==> src/rtl/fcull_pkg.sv <==
package fcull_pkg;

    // fixed geometry of the block
    localparam int MAX_PLANES  = 6;
    localparam int COORD_BITS  = 16;
    localparam int NORM_BITS   = 16;
    localparam int PLANE_BITS  = 64;
    localparam int FRAC_SHIFT  = 14;

    // query kinds
    localparam logic [1:0] FUNC_BOX    = 2'd0;
    localparam logic [1:0] FUNC_SPHERE = 2'd1;
    localparam logic [1:0] FUNC_POINT  = 2'd2;

    // register map
    localparam int REG_INDEX_W = $clog2(MAX_PLANES + 1);
    localparam logic [REG_INDEX_W-1:0] REG_PLANE_COUNT = REG_INDEX_W'(0);
    localparam logic [REG_INDEX_W-1:0] REG_PLANE_0     = REG_INDEX_W'(1);
    localparam int COUNT_W = 3;

    // datapath widths
    localparam int PROD_W   = COORD_BITS + NORM_BITS;
    localparam int REACH_W  = COORD_BITS + NORM_BITS + 2;
    localparam int WIDE_IN  = (COORD_BITS > NORM_BITS) ? COORD_BITS : NORM_BITS;
    localparam int ACC_W    = WIDE_IN + FRAC_SHIFT + 6;

    // stream payload widths
    localparam int S_FIELDS  = 7;
    localparam int S_TDATA_W = ((S_FIELDS * COORD_BITS + 7) / 8) * 8;
    localparam int M_TDATA_W = 8;
    localparam int TUSER_W   = 2;

    // plane field positions
    localparam int NX_LSB = 0;
    localparam int NY_LSB = 16;
    localparam int NZ_LSB = 32;
    localparam int D_LSB  = 48;

    typedef logic [PLANE_BITS-1:0] plane_t;

    // control shared by every plane lane
    typedef struct packed {
        logic en_prod;
        logic en_cmp;
        logic is_box;
    } lane_ctl_t;

endpackage

==> src/rtl/fcull_cfg.sv <==
module fcull_cfg
    import fcull_pkg::*;
(
    input  logic                   aclk,
    input  logic                   aresetn,
    input  logic                   cfg_we,
    input  logic [REG_INDEX_W-1:0] cfg_index,
    input  logic [PLANE_BITS-1:0]  cfg_wdata,
    output logic [COUNT_W-1:0]     plane_count_sat,
    output plane_t                 planes [MAX_PLANES]
);

    logic [COUNT_W-1:0] plane_count_reg;
    plane_t             plane_reg [MAX_PLANES];

    // register writes, unknown indexes fall through
    always_ff @(posedge aclk) begin
        if (!aresetn) begin
            plane_count_reg <= '0;
            for (int i = 0; i < MAX_PLANES; i++) begin
                plane_reg[i] <= '0;
            end
        end else if (cfg_we) begin
            if (cfg_index == REG_PLANE_COUNT) begin
                plane_count_reg <= cfg_wdata[COUNT_W-1:0];
            end
            for (int i = 0; i < MAX_PLANES; i++) begin
                if (cfg_index == REG_PLANE_0 + REG_INDEX_W'(i)) begin
                    plane_reg[i] <= cfg_wdata;
                end
            end
        end
    end

    // count above the lane number saturates
    always_comb begin
        if (plane_count_reg > COUNT_W'(MAX_PLANES)) begin
            plane_count_sat = COUNT_W'(MAX_PLANES);
        end else begin
            plane_count_sat = plane_count_reg;
        end
    end

    assign planes = plane_reg;

endmodule

==> config.mk <==
export PLATFORM = sky130hd
export DESIGN_NAME = fcull_cfg
export DESIGN_NICKNAME = d
export VERILOG_FILES = /design/src/rtl/fcull_pkg.sv /design/src/rtl/fcull_cfg.sv
export SDC_FILE = /design/constraint.sdc
export NUM_CORES = 1
export LEC_CHECK = 0
export ABC_AREA = 1
export ABC_CLOCK_PERIOD_IN_PS = 1430
export BUFFER_PORTS_ARGS = -buffer_cell sky130_fd_sc_hd__buf_4
export CAP_MARGIN = 20
export CORE_AREA = 2 2 275 223
export DETAILED_ROUTE_END_ITERATION = 8
export DIE_AREA = 0 0 277 225
export PLACE_DENSITY = 0.45
export SYNTH_ARGS = -nofsm -noshare
export SYNTH_HDL_FRONTEND = slang
export SYNTH_SLANG_ARGS = --single-unit
==> constraint.sdc <==
create_clock -name aclk -period 1.43 [get_ports aclk]
set_input_delay 0.143 -clock aclk [delete_from_list [all_inputs] [get_ports aclk]]
set_output_delay 0.143 -clock aclk [all_outputs]
set_load 0.03 [all_outputs]
### Yosys cells after proc, flatten, opt, wreduce, memory -nomap -nowiden

Cells that the tools add are included.

| storage, ports and cells | value |
|---|---|
| flip-flop bits (word level) | 387 |
| output and inout bits | 387 |
| word-level logic and storage cells | 23 |

| operators by class | value |
|---|---|
| order comparisons | 1 |
| equality and inequality tests | 6 |
| muxes and demuxes | 1 |
| reduce and logical (&&, ||, !) cells | 8 |

Operators with widths:

| cell | number |
|---|---|
| $reduce_and 2->1 | 7 |
| $eq 3x3->1 const B | 3 |
| $eq 3x2->1 const B | 2 |
| $eq 3x1->1 const B | 1 |
| $gt 3x3->1 const B | 1 |
| $logic_not 3->1 | 1 |
| $mux 3 | 1 |

### Depth between registers and ports, before layout

| depth | value |
|---|---|
| depth after elaboration | 2 |
| depth in mapped cells | 7 |
| mapped depth without buffers | 5 |

### Least setup slack after synthesis

Ideal clock, no wire load.

| timing path | value |
|---|---|
| path kind | register to output |
| start | register plane_count_reg[0] |
| end | output port plane_count_sat[0] |
| arrival | 1,032 ps |
| setup slack | 255 ps |
| stages on the path, launching flop included | 2 |
| path buffers | 0 |
| cells stage by stage | dfxtp_1 -> a21boi_0 |

| on the way | value |
|---|---|
| cells in the longest elaborated chain, start to end | 2 |

Ends and longest elaborated chain:

| element | RTL line | RTL |
|---|---|---|
| from (decl) | fcull_cfg.sv:13 | `logic [COUNT_W-1:0] plane_count_reg;` |
| from (signal assigned) | fcull_cfg.sv:25 | `plane_count_reg <= cfg_wdata[COUNT_W-1:0];` |
| $gt 3x3->1 | fcull_cfg.sv:37 | `if (plane_count_reg > COUNT_W'(MAX_PLANES)) begin` |
| $mux 3 (*) | fcull_cfg.sv:37 |  |
| to (decl) | fcull_cfg.sv:9 | `output logic [COUNT_W-1:0] plane_count_sat,` |

Every way passes the cells marked *; elsewhere a longest branch is shown, timed or not.

### Worst setup path in the final report

| timing path | value |
|---|---|
| start | register plane_count_reg[1] |
| end | output port plane_count_sat[0] |

| on the way | value |
|---|---|
| cells in the longest elaborated chain, start to end | 2 |

Ends and longest elaborated chain:

| element | RTL line |
|---|---|
| $gt 3x3->1 | fcull_cfg.sv:37 |
| $mux 3 | fcull_cfg.sv:37 |

Every way passes these cells.

==> results.cfg <==
[status]
status = complete, no violations

[grt]
use_met3 = 0.04779
grt.total_usage = 0.1866
antenna_found_initial = 3
grt.overflow.total = 0
grt_pass1_vias = 13983
busiest_layer = met2
grt_use_met1 = 0.2519
grt_pass1_wl_um = 89840
grt_use_met2 = 0.2977
grt_max_degree = 68

[floorplanning]
core_um2 = 59260
die_h_um = 225
start_util = 0.2584
pin_count = 457
rows = 80
die_x_um = 277
die_area_um2 = 62330

[worst_hold_path]
hold_start = cfg_wdata[43]
holdPathStages = 5
hold_path_end = planes[171]
hp-class = input pin to register

[cells_and_area]
antenna_cells = 0
syn_to_final_growth_pct = 39.18
final_area_um2 = 21310
fin_nets = 2669
layout-drive-gt1-share = 0.2260
largest_reg_flops = 384

[setup_path]
arrival_ps = 1210
worstReg2RegStart = plane_count_reg[2]
critPathMaxFanout = 3
critPathKind = register to output port
reg2reg_to = plane_count_reg[2]
rrSetupSlack_ps = 790
endpoint_kind = output port
cp.required_ps = 1290
startpoint_type = register
worst-r2r-cell-count = 2

[power]
p_per_area_nw_per_um2 = 1226
swShare = 0.2759
p_seq_frac = 0.437
leakagePower_nw = 9.768
intPower_mw = 18.91
fin_total_pwr_mw = 26.12
power_frac_comb = 0.140
p_clk_frac = 0.423
p_switching_mw = 7.207
max-vdd-ir-drop_mv = 0.8186

[cts]
clkTransAtPathRegs_ps = 60
worstSkewPairLatency_ps = 550
cts.htree.levels = 2
cts.sinks = 387
cts_inserted_buffers = 44
cts_tree = done
cts.path.max_buffers = 3
clockRootBuffer = clkbuf_16

[detailed_routing]
drc = 0
vias = 15435
drt_iter0_drc = 1012
routed_wl_um = 60770
drtAntennaViolNets = 0
wl_per_cell_um = 17.84
detail_route.first_pass.iterations = 5
vias_per_cell = 4.530

[placement]
placed_cell_area_um2 = 19780
dp_hpwl_um = 41460
port_buffers = 456
place_congestion = 0.7947

[logic_synthesis]
ys_warn_count = 0
synthMuxAreaShare = 0
synthesis.area_um2 = 15310
synth_xor_area_frac = 0
synth_top_family_by_area = simple AND/OR/NAND/NOR gates
synth_edf_count = 0
ys_top_cells_by_count = 778 x nor2_1, 393 x nand2_1, 387 x dfxtp_1, 387 x nand3_1, 98 x buf_2
yosys_most_used_dff = dfxtp_1
synthAdderAreaFrac = 0
synth_area_leaders = dfxtp_1 51%, nor2_1 19%, nand3_1 13%
synth_top_cell_by_area = dfxtp_1
synth.distinct_cells = 13
netlist_instances = 2187
netlist.area_leader.share = 0.5060
syn-num-nets = 2257
avgSynthCellArea_um2 = 7.001
yosys.area_share.simple = 0.4184
yosysMostFrequentCell = nor2_1
async_flop_share = 0
synth_compound_area_frac = 0.0004903
ys_seq_area_frac = 0.5060
ys_ff_latch = 387

[sta]
period_minus_slack_ps = 1356
slew-limit-headroom = 0.7348
finalSetupTns_ps = 0
period_share = 0.9479
holdWs_ps = 31.28
slew_viol_final = 0
skew_ps = 0
tightest_slew_ps = 396.3
finalHoldViolations = 0
finalSetupViolCount = 0
max_freq_ghz = 0.7377
rsz0062_at_grt = false

[run]
maxCapViolations = 0
## cell type report
type	instances	area (µm²)
well taps	779	974.7
fillers	6306	37950
inverters	70	267.8
clock buffers	69	1326
clock inverters	6	63.81
repair buffers	530	4486
flip-flops and latches	387	7749
multi-input cells	1566	6445
## routing by layer
| layer | up-vias | routed length [µm] |
|---|---|---|
| li1 | 7616 | - |
| met1 | 7179 | 27190 |
| met2 | 557 | 27520 |
| met3 | 79 | 4861 |
| met4 | 4 | 1169 |
| met5 | - | 30 |
## logic make-up (layout without fill, tap and decap cells)
kind of cell / after synthesis / after routing
AO/OA/AOI/OAI: 1 / 1
flip-flops: 387 / 387
AND/OR/NAND/NOR: 1565 / 1565
buffers and inverters: 234 / 675
## worst max-delay path: stages (launching register included)
cell	delay, ps
dfxtp_1	340
a21boi_2	160
buf_6	160
## cell usage in the layout (no fill, tap or decap), types with 2 or more instances in the layout
master         synthesis  layout
clkbuf_16              0      45
buf_12                 0      37
dlygate4sd3_1          0      13
clkbuf_8               0      11
clkinv_2               0       2
nor2_4                 6      10
buf_4                  0     478
nand3_1              387     387
nor2_1               778     775
inv_2                  2       2
clkbuf_1              21      13
dfxtp_1              387     386
clkinvlp_4             0       2
nand2_1              393     393
inv_1                 68      67
## power by group through the flow
stage | combinational (mW) | clock, mW | sequential [mW]
after CTS | 3.68 | 11.4 | 11.4
after global placement | 3.64 | 0 | 11.6
after detailed placement | 3.65 | 0 | 11.6
after floorplan | 1.46 | 0 | 12.3
final | 3.65 | 11.1 | 11.4
after global routing | 3.94 | 11.8 | 11.4
## how the worst max path moves through the flow
stage / from / cells after the start / endpoint
global route: plane_count_reg[1] / 2 / plane_count_sat[0]
floorplan: plane_count_reg[0] / 1 / plane_count_sat[0]
global placement: cfg_index[0] / 7 / planes[29]
detailed placement: cfg_index[0] / 7 / planes[26]
finish: plane_count_reg[1] / 2 / plane_count_sat[0]
CTS: plane_count_reg[0] / 2 / plane_count_sat[0]
## timing repair
| action | 4_1_cts | 5_1_grt |
|---|---|---|
| hold buffers | 13 | 0 |
| gates cloned | 0 | 0 |
| hold endpoints to repair | 55 | 0 |
| setup buffers | 0 | 0 |
| gates resized for setup | 3 | 1 |
| endpoints found under the setup margin | 1 | 1 |
## stage by stage
step,worst slack [ps],std cells,util
floorplan,254.8,2187,-
global placement,151.6,3319,0.3338
detailed placement,119.6,3319,0.3338
CTS,5.738,3407,0.3596
global route,4.354,3407,0.3596
finish,74.47,3407,0.3596
Power figures use the tool's default switching activity.
