--- config.mk ---
export PLATFORM = sky130hd
export DESIGN_NAME = fcull_lane
export DESIGN_NICKNAME = d
export VERILOG_FILES = /design/src/rtl/fcull_pkg.sv /design/src/rtl/fcull_lane.sv
export SDC_FILE = /design/constraint.sdc
export NUM_CORES = 2
export LEC_CHECK = 0
export BUFFER_PORTS_ARGS = -buffer_cell sky130_fd_sc_hd__buf_2
export CAP_MARGIN = 20
export CELL_PAD_IN_SITES_DETAIL_PLACEMENT = 1
export CELL_PAD_IN_SITES_GLOBAL_PLACEMENT = 1
export CORE_ASPECT_RATIO = 0.7
export CORE_MARGIN = 4
export CORE_UTILIZATION = 41
export DETAILED_ROUTE_END_ITERATION = 7
export PLACE_DENSITY_LB_ADDON = 0.1
export SYNTH_ARGS = -nofsm -noshare
export SYNTH_HDL_FRONTEND = slang
export SYNTH_SLANG_ARGS = --single-unit
--- constraint.sdc ---
create_clock -name aclk -period 10.95 [get_ports aclk]
set_input_delay 1.6425 -clock aclk [delete_from_list [all_inputs] [get_ports aclk]]
set_output_delay 1.6425 -clock aclk [all_outputs]
set_load 0.03 [all_outputs]
--- src/rtl/fcull_pkg.sv ---
package fcull_pkg;

    // fixed geometry of the block
    localparam int MAX_PLANES  = 6;
    localparam int COORD_BITS  = 16;
    localparam int NORM_BITS   = 16;
    localparam int PLANE_BITS  = 64;
    localparam int FRAC_SHIFT  = 14;

    // query kinds
    localparam logic [1:0] FUNC_BOX    = 2'd0;
    localparam logic [1:0] FUNC_SPHERE = 2'd1;
    localparam logic [1:0] FUNC_POINT  = 2'd2;

    // register map
    localparam int REG_INDEX_W = $clog2(MAX_PLANES + 1);
    localparam logic [REG_INDEX_W-1:0] REG_PLANE_COUNT = REG_INDEX_W'(0);
    localparam logic [REG_INDEX_W-1:0] REG_PLANE_0     = REG_INDEX_W'(1);
    localparam int COUNT_W = 3;

    // datapath widths
    localparam int PROD_W   = COORD_BITS + NORM_BITS;
    localparam int REACH_W  = COORD_BITS + NORM_BITS + 2;
    localparam int WIDE_IN  = (COORD_BITS > NORM_BITS) ? COORD_BITS : NORM_BITS;
    localparam int ACC_W    = WIDE_IN + FRAC_SHIFT + 6;

    // stream payload widths
    localparam int S_FIELDS  = 7;
    localparam int S_TDATA_W = ((S_FIELDS * COORD_BITS + 7) / 8) * 8;
    localparam int M_TDATA_W = 8;
    localparam int TUSER_W   = 2;

    // plane field positions
    localparam int NX_LSB = 0;
    localparam int NY_LSB = 16;
    localparam int NZ_LSB = 32;
    localparam int D_LSB  = 48;

    typedef logic [PLANE_BITS-1:0] plane_t;

    // control shared by every plane lane
    typedef struct packed {
        logic en_prod;
        logic en_cmp;
        logic is_box;
    } lane_ctl_t;

endpackage

--- src/rtl/fcull_lane.sv ---
module fcull_lane
    import fcull_pkg::*;
(
    input  logic                         aclk,
    input  lane_ctl_t                    ctl,
    input  plane_t                       plane,
    input  logic signed [COORD_BITS-1:0] cx,
    input  logic signed [COORD_BITS-1:0] cy,
    input  logic signed [COORD_BITS-1:0] cz,
    input  logic        [COORD_BITS:0]   hx_abs,
    input  logic        [COORD_BITS:0]   hy_abs,
    input  logic        [COORD_BITS:0]   hz_abs,
    input  logic signed [COORD_BITS-1:0] mg,
    output logic                         fail
);

    logic signed [NORM_BITS-1:0] nx, ny, nz, d;
    logic        [NORM_BITS:0]   nx_abs, ny_abs, nz_abs;
    logic signed [NORM_BITS:0]   nx_ext, ny_ext, nz_ext;

    logic signed [PROD_W-1:0]  pcx_next, pcy_next, pcz_next;
    logic signed [PROD_W-1:0]  pcx_reg, pcy_reg, pcz_reg;
    logic        [REACH_W-1:0] phx_next, phy_next, phz_next;
    logic        [REACH_W-1:0] phx_reg, phy_reg, phz_reg;

    logic signed [ACC_W-1:0] sdist, reach, slack;
    logic                    fail_reg;

    // unpack the plane
    assign nx = plane[NX_LSB +: NORM_BITS];
    assign ny = plane[NY_LSB +: NORM_BITS];
    assign nz = plane[NZ_LSB +: NORM_BITS];
    assign d  = plane[D_LSB  +: NORM_BITS];

    // normal magnitudes, the most negative value keeps its full size
    assign nx_ext = (NORM_BITS+1)'(nx);
    assign ny_ext = (NORM_BITS+1)'(ny);
    assign nz_ext = (NORM_BITS+1)'(nz);
    assign nx_abs = nx_ext[NORM_BITS] ? -nx_ext : nx_ext;
    assign ny_abs = ny_ext[NORM_BITS] ? -ny_ext : ny_ext;
    assign nz_abs = nz_ext[NORM_BITS] ? -nz_ext : nz_ext;

    // center and extent products
    assign pcx_next = PROD_W'(cx) * PROD_W'(nx);
    assign pcy_next = PROD_W'(cy) * PROD_W'(ny);
    assign pcz_next = PROD_W'(cz) * PROD_W'(nz);
    assign phx_next = REACH_W'(hx_abs) * REACH_W'(nx_abs);
    assign phy_next = REACH_W'(hy_abs) * REACH_W'(ny_abs);
    assign phz_next = REACH_W'(hz_abs) * REACH_W'(nz_abs);

    always_ff @(posedge aclk) begin
        if (ctl.en_prod) begin
            pcx_reg <= pcx_next;
            pcy_reg <= pcy_next;
            pcz_reg <= pcz_next;
            phx_reg <= phx_next;
            phy_reg <= phy_next;
            phz_reg <= phz_next;
        end
    end

    // signed distance plus reach, negative means outside this plane
    always_comb begin
        sdist = ACC_W'(pcx_reg) + ACC_W'(pcy_reg) + ACC_W'(pcz_reg)
              - (ACC_W'(d) <<< FRAC_SHIFT);
        if (ctl.is_box) begin
            reach = $signed(ACC_W'(phx_reg)) + $signed(ACC_W'(phy_reg))
                  + $signed(ACC_W'(phz_reg));
        end else begin
            reach = ACC_W'(mg) <<< FRAC_SHIFT;
        end
        slack = sdist + reach;
    end

    always_ff @(posedge aclk) begin
        if (ctl.en_cmp) begin
            fail_reg <= slack[ACC_W-1];
        end
    end

    assign fail = fail_reg;

endmodule

## After elaboration in Yosys (flattened, before gate mapping)

Index checks and enable logic that the tools add are counted.

| storage, ports and cells | value |
|---|---|
| bits in registers | 199 |
| input bits | 183 |
| output and inout port bits | 1 |
| logic and storage cells | 26 |

| cells by class | value |
|---|---|
| add/subtract/negate cells | 9 |
| $mul | 6 |
| mux-type cells | 4 |

Operators with widths:

| cell | number |
|---|---|
| 17-bit by 17-bit multiplier with 34-bit output | 3 |
| 16-bit by 16-bit multiplier with 32-bit output | 3 |
| 17-bit 2-to-1 mux | 3 |
| 16-bit negation with 17-bit output | 3 |
| 35-bit by 34-bit adder with 36-bit output | 1 |
| 35-bit by 36-bit adder with 36-bit output | 1 |
| 36-bit 2-to-1 mux | 1 |
| 34-bit by 34-bit adder with 35-bit output | 1 |
| 34-bit by 30-bit subtractor with 35-bit output | 1 |
| 33-bit by 32-bit adder with 34-bit output | 1 |
| 32-bit by 32-bit adder with 33-bit output | 1 |

## Longest topological paths before layout

| depth | value |
|---|---|
| depth in word-level cells | 4 |
| gate-level depth with buffers | 33 |
| mapped depth without buffers | 30 |

## Worst setup path before layout

OpenSTA, ideal clock, no wires.

| timing path | value |
|---|---|
| path type | input to register |
| start point | input port plane[24] |
| end point | register phy_reg[32] (data pin) |
| setup time | 0.258 ns |
| arrival | 8.690 ns |
| data required time | 10.692 ns |
| path slack | 2.002 ns |
| stages on the path | 28 |
| path buffers | 2 |
| path through | buf_2 -> or4_4 -> or4b_4 -> or3_4 -> o21ai_1 -> xnor2_1 -> buf_2 -> nand2_1 -> fa_1 -> inv_1 -> fa_1 -> fa_1 -> fa_1 -> fa_1 -> inv_1 -> fa_1 -> inv_1 -> ha_1 -> a21o_1 -> a21o_1 -> a21oi_1 -> o21a_1 -> a21oi_1 -> o31ai_1 -> a21oi_1 -> a211o_1 -> a31oi_1 -> xnor2_1 |

| between the ends | value |
|---|---|
| cells in the longest elaborated chain, start to end | 3 |

Ends and longest elaborated chain:

| element | RTL line | source |
|---|---|---|
| start: declaration | fcull_lane.sv:6 | `input plane_t plane,` |
| 16-bit negation with 17-bit output | fcull_lane.sv:40 | `assign ny_abs = ny_ext[NORM_BITS] ? -ny_ext : ny_ext;` |
| 17-bit 2-to-1 mux * | fcull_lane.sv:40 |  |
| 17-bit by 17-bit multiplier with 34-bit output * | fcull_lane.sv:48 | `assign phy_next = REACH_W'(hy_abs) * REACH_W'(ny_abs);` |
| via phy_next[32] | fcull_lane.sv:23 | `logic [REACH_W-1:0] phx_next, phy_next, phz_next;` |
| end signal: assignment | fcull_lane.sv:57 | `phy_reg <= phy_next;` |
| end: declaration | fcull_lane.sv:24 | `logic [REACH_W-1:0] phx_reg, phy_reg, phz_reg;` |

The timed path passes the listed nets; every way through them passes the cells marked *.
A chain may end at the register's enable or synchronous reset.

## Final worst setup path

| timing path | value |
|---|---|
| start point | input port plane[23] |
| end point | register phy_reg[32] (data pin) |

Same word-level chain as after synthesis.

==> summary.txt <==
Detailed routing
  – Via count: 48610
  – WL per Instance: 21.04 um
  – Router iterations before antenna repair: 7
  – DRT iter0 DRCs: 2541
  – WL final: 204.1 mm
  – DRC viols: 0
  – Antenna viol nets, final: 0
  – Via density per instance: 5.009

Logic synthesis
  – Yosys top cell by area: fa_1
  – Yosys cell types: 82
  – Synth Instances: 7393
  – Top-area cell type share of the netlist area: 0.4537
  – Largest cells by area after synthesis: fa_1, ha_1, inv_1
  – Asr flop ratio synth: 0
  – Most frequent cells after synthesis: inv_1, fa_1, nand2_1
  – Top-count cell post-synth: inv_1
  – Number of synthesized flops with an enable pin: 199
  – Syn_area_per_cell: 9.413 sq um
  – Primary FF master, synth: edfxtp_1
  – Seq cells post-synth: 199
  – Seq/Total Area, Yosys: 0.08587
  – Yosys warns: 0
  – Post-Syn Area: 69590 sq um

Critical path
  – CP required: 11.20 ns
  – Critical Path Fanout Max: 19
  – Critical path arrival: 9.71 ns
  – Worst path max stage delay: 0.61 ns
  – Setup CP Type: in2reg
  – Startpoint types: input pin
  – CP most frequent cell: fa_1
  – Crit path capture type: flop
  – Slowest cell on crit path: or4_4
  – R2R Setup Slk: 4.05 ns

Timing
  – Skew final: 0.009176 ns
  – Final min period: 9.455 ns
  – Setup repair after global routing missed its margin: false
  – Pins Over Slew Limit: 0
  – F_max: 105.8 MHz
  – Sum Neg Setup Slack: 0 ns
  – Period utilisation layout: 0.8635
  – Worst-margin pin slew: 1.062 ns
  – Setup Viol. Count Final: 0
  – Rel. slew slack: 0.2898
  – Final Hold Fails: 0

Cells and area
  – Reg area: 5976 sq um
  – Filler Cell Count: 19330
  – Final instance area: 73490 sq um
  – Fraction of layout cells with a size suffix above 1: 0.04105
  – Synthesis-to-layout area growth: 5.608%
  – Multi-input logic area: 55850 sq um
  – Nets: 9856

Clock network
  – Post-CTS Hold Buffers: 0
  – Worst-Skew Late Latency: 0.48 ns
  – Reg clk slew, reported paths: 0.08 ns
  – Postcts setup bufs: 0
  – Clock root buffer: clkbuf_16
  – H-tree levels: 4
  – Clock Path Buffers: 2
  – TritonCTS buffer count: 17
  – Clk sinks: 199
  – CTS tree: done
  – CTS-repair resized insts: 0

Job
  – Max-cap violations: 0

GRT
  – GRT overflow: 0
  – Largest net degree at the start of global routing: 76
  – First-pass GRT wire length: 327.4 mm
  – Global-route usage over all layers: 0.2395
  – Number of global-route vias before repair: 55430
  – Antenna violations before repair: 26

Die
  – Row cnt: 126
  – Core Area: 168700 sq um
  – Die Ht: 352.7 um
  – Die width: 500.4 um
  – Starting density of the core: 0.4125
  – Die ar.: 176500 sq um
  – Top Ports: 184

Worst hold path
  – Worst min path class: in2reg

Placed design
  – DP Wirelength: 170.4 mm
  – Placed Area: 72910 sq um
  – Number of I/O port buffers: 183
  – RePlAce Congestion: 0.8391

Run status
  – Status: complete, no violations
## final timing paths
path                from     endpoint  cells past startpoint
max reg2reg   phy_reg[1]         fail                     23
min               ctl[1]         fail                      1
max            plane[23]  phy_reg[32]                     29
min reg2reg  pcz_reg[31]         fail                      5
## worst max-delay path: cells and delay by family
family                     cells  cell delay, ns
adders and majority gates      7            3.24
AOI/OAI and AO/OA             10            2.07
and+or+nand+nor                4            1.64
buffers and inverters          6            0.75
xor gates and xnor gates       2            0.34
## layout make-up
type,count,area share
antenna,8,0.0002724
clock buffer,19,0.005891
clock inverter,13,0.001549
inverter,1854,0.09470
multi-input combinational,5132,0.7599
sequential,199,0.08131
tap,2240,0.03814
timing repair buffer,238,0.01820
## stage by stage
stage / setup WS [ns] / utilization / hold WS, ns / std cells
6_report: 1.495 / 0.4357 / 1.353 / 9703
5_1_grt: 1.102 / 0.4356 / 1.323 / 9700
4_1_cts: 1.518 / 0.4355 / 1.311 / 9694
3_5_place_dp: 0.9853 / 0.4323 / 1.440 / 9662
3_3_place_gp: 1.070 / 0.4323 / 1.444 / 9662
2_1_floorplan: 2.002 / - / 1.121 / 7442
## layer usage
layer	global-route usage	vias up	routed length (um)
met2	0.3870	684	94670
met4	0.03310	2	2512
li1	-	21960	-
met5	0	-	13
met1	0.3611	25830	100900
met3	0.01801	128	5991
## logic make-up after synthesis
| logic type | after synthesis | synth area share |
|---|---|---|
| buffers and inverters | 2111 | 0.1144 |
| muxes | 15 | 0.002230 |
| adders and majority gates | 2231 | 0.5713 |
| and+or+nand+nor | 2033 | 0.1427 |
| xor gates and xnor gates | 255 | 0.03236 |
| AOI/OAI and AO/OA | 547 | 0.05106 |
| other | 2 | 0.0001079 |
| DFF | 199 | 0.08587 |
## cells in the final DEF, fill, tap and decap left out, drive strengths merged, types with 38 or more instances in the layout
cell type  count
nand2b        89
a21o          96
ha           654
o21ai        104
and2         577
nor2         124
nand2        985
xor2          69
nor2b        106
inv         1860
conb          51
buf          236
a21oi        152
xnor2        186
nor3          38
edfxtp       199
fa          1577
Power is left out: the tool's default activity adds up to more than one toggle a clock period on the data nets, which glitch-free logic cannot reach.
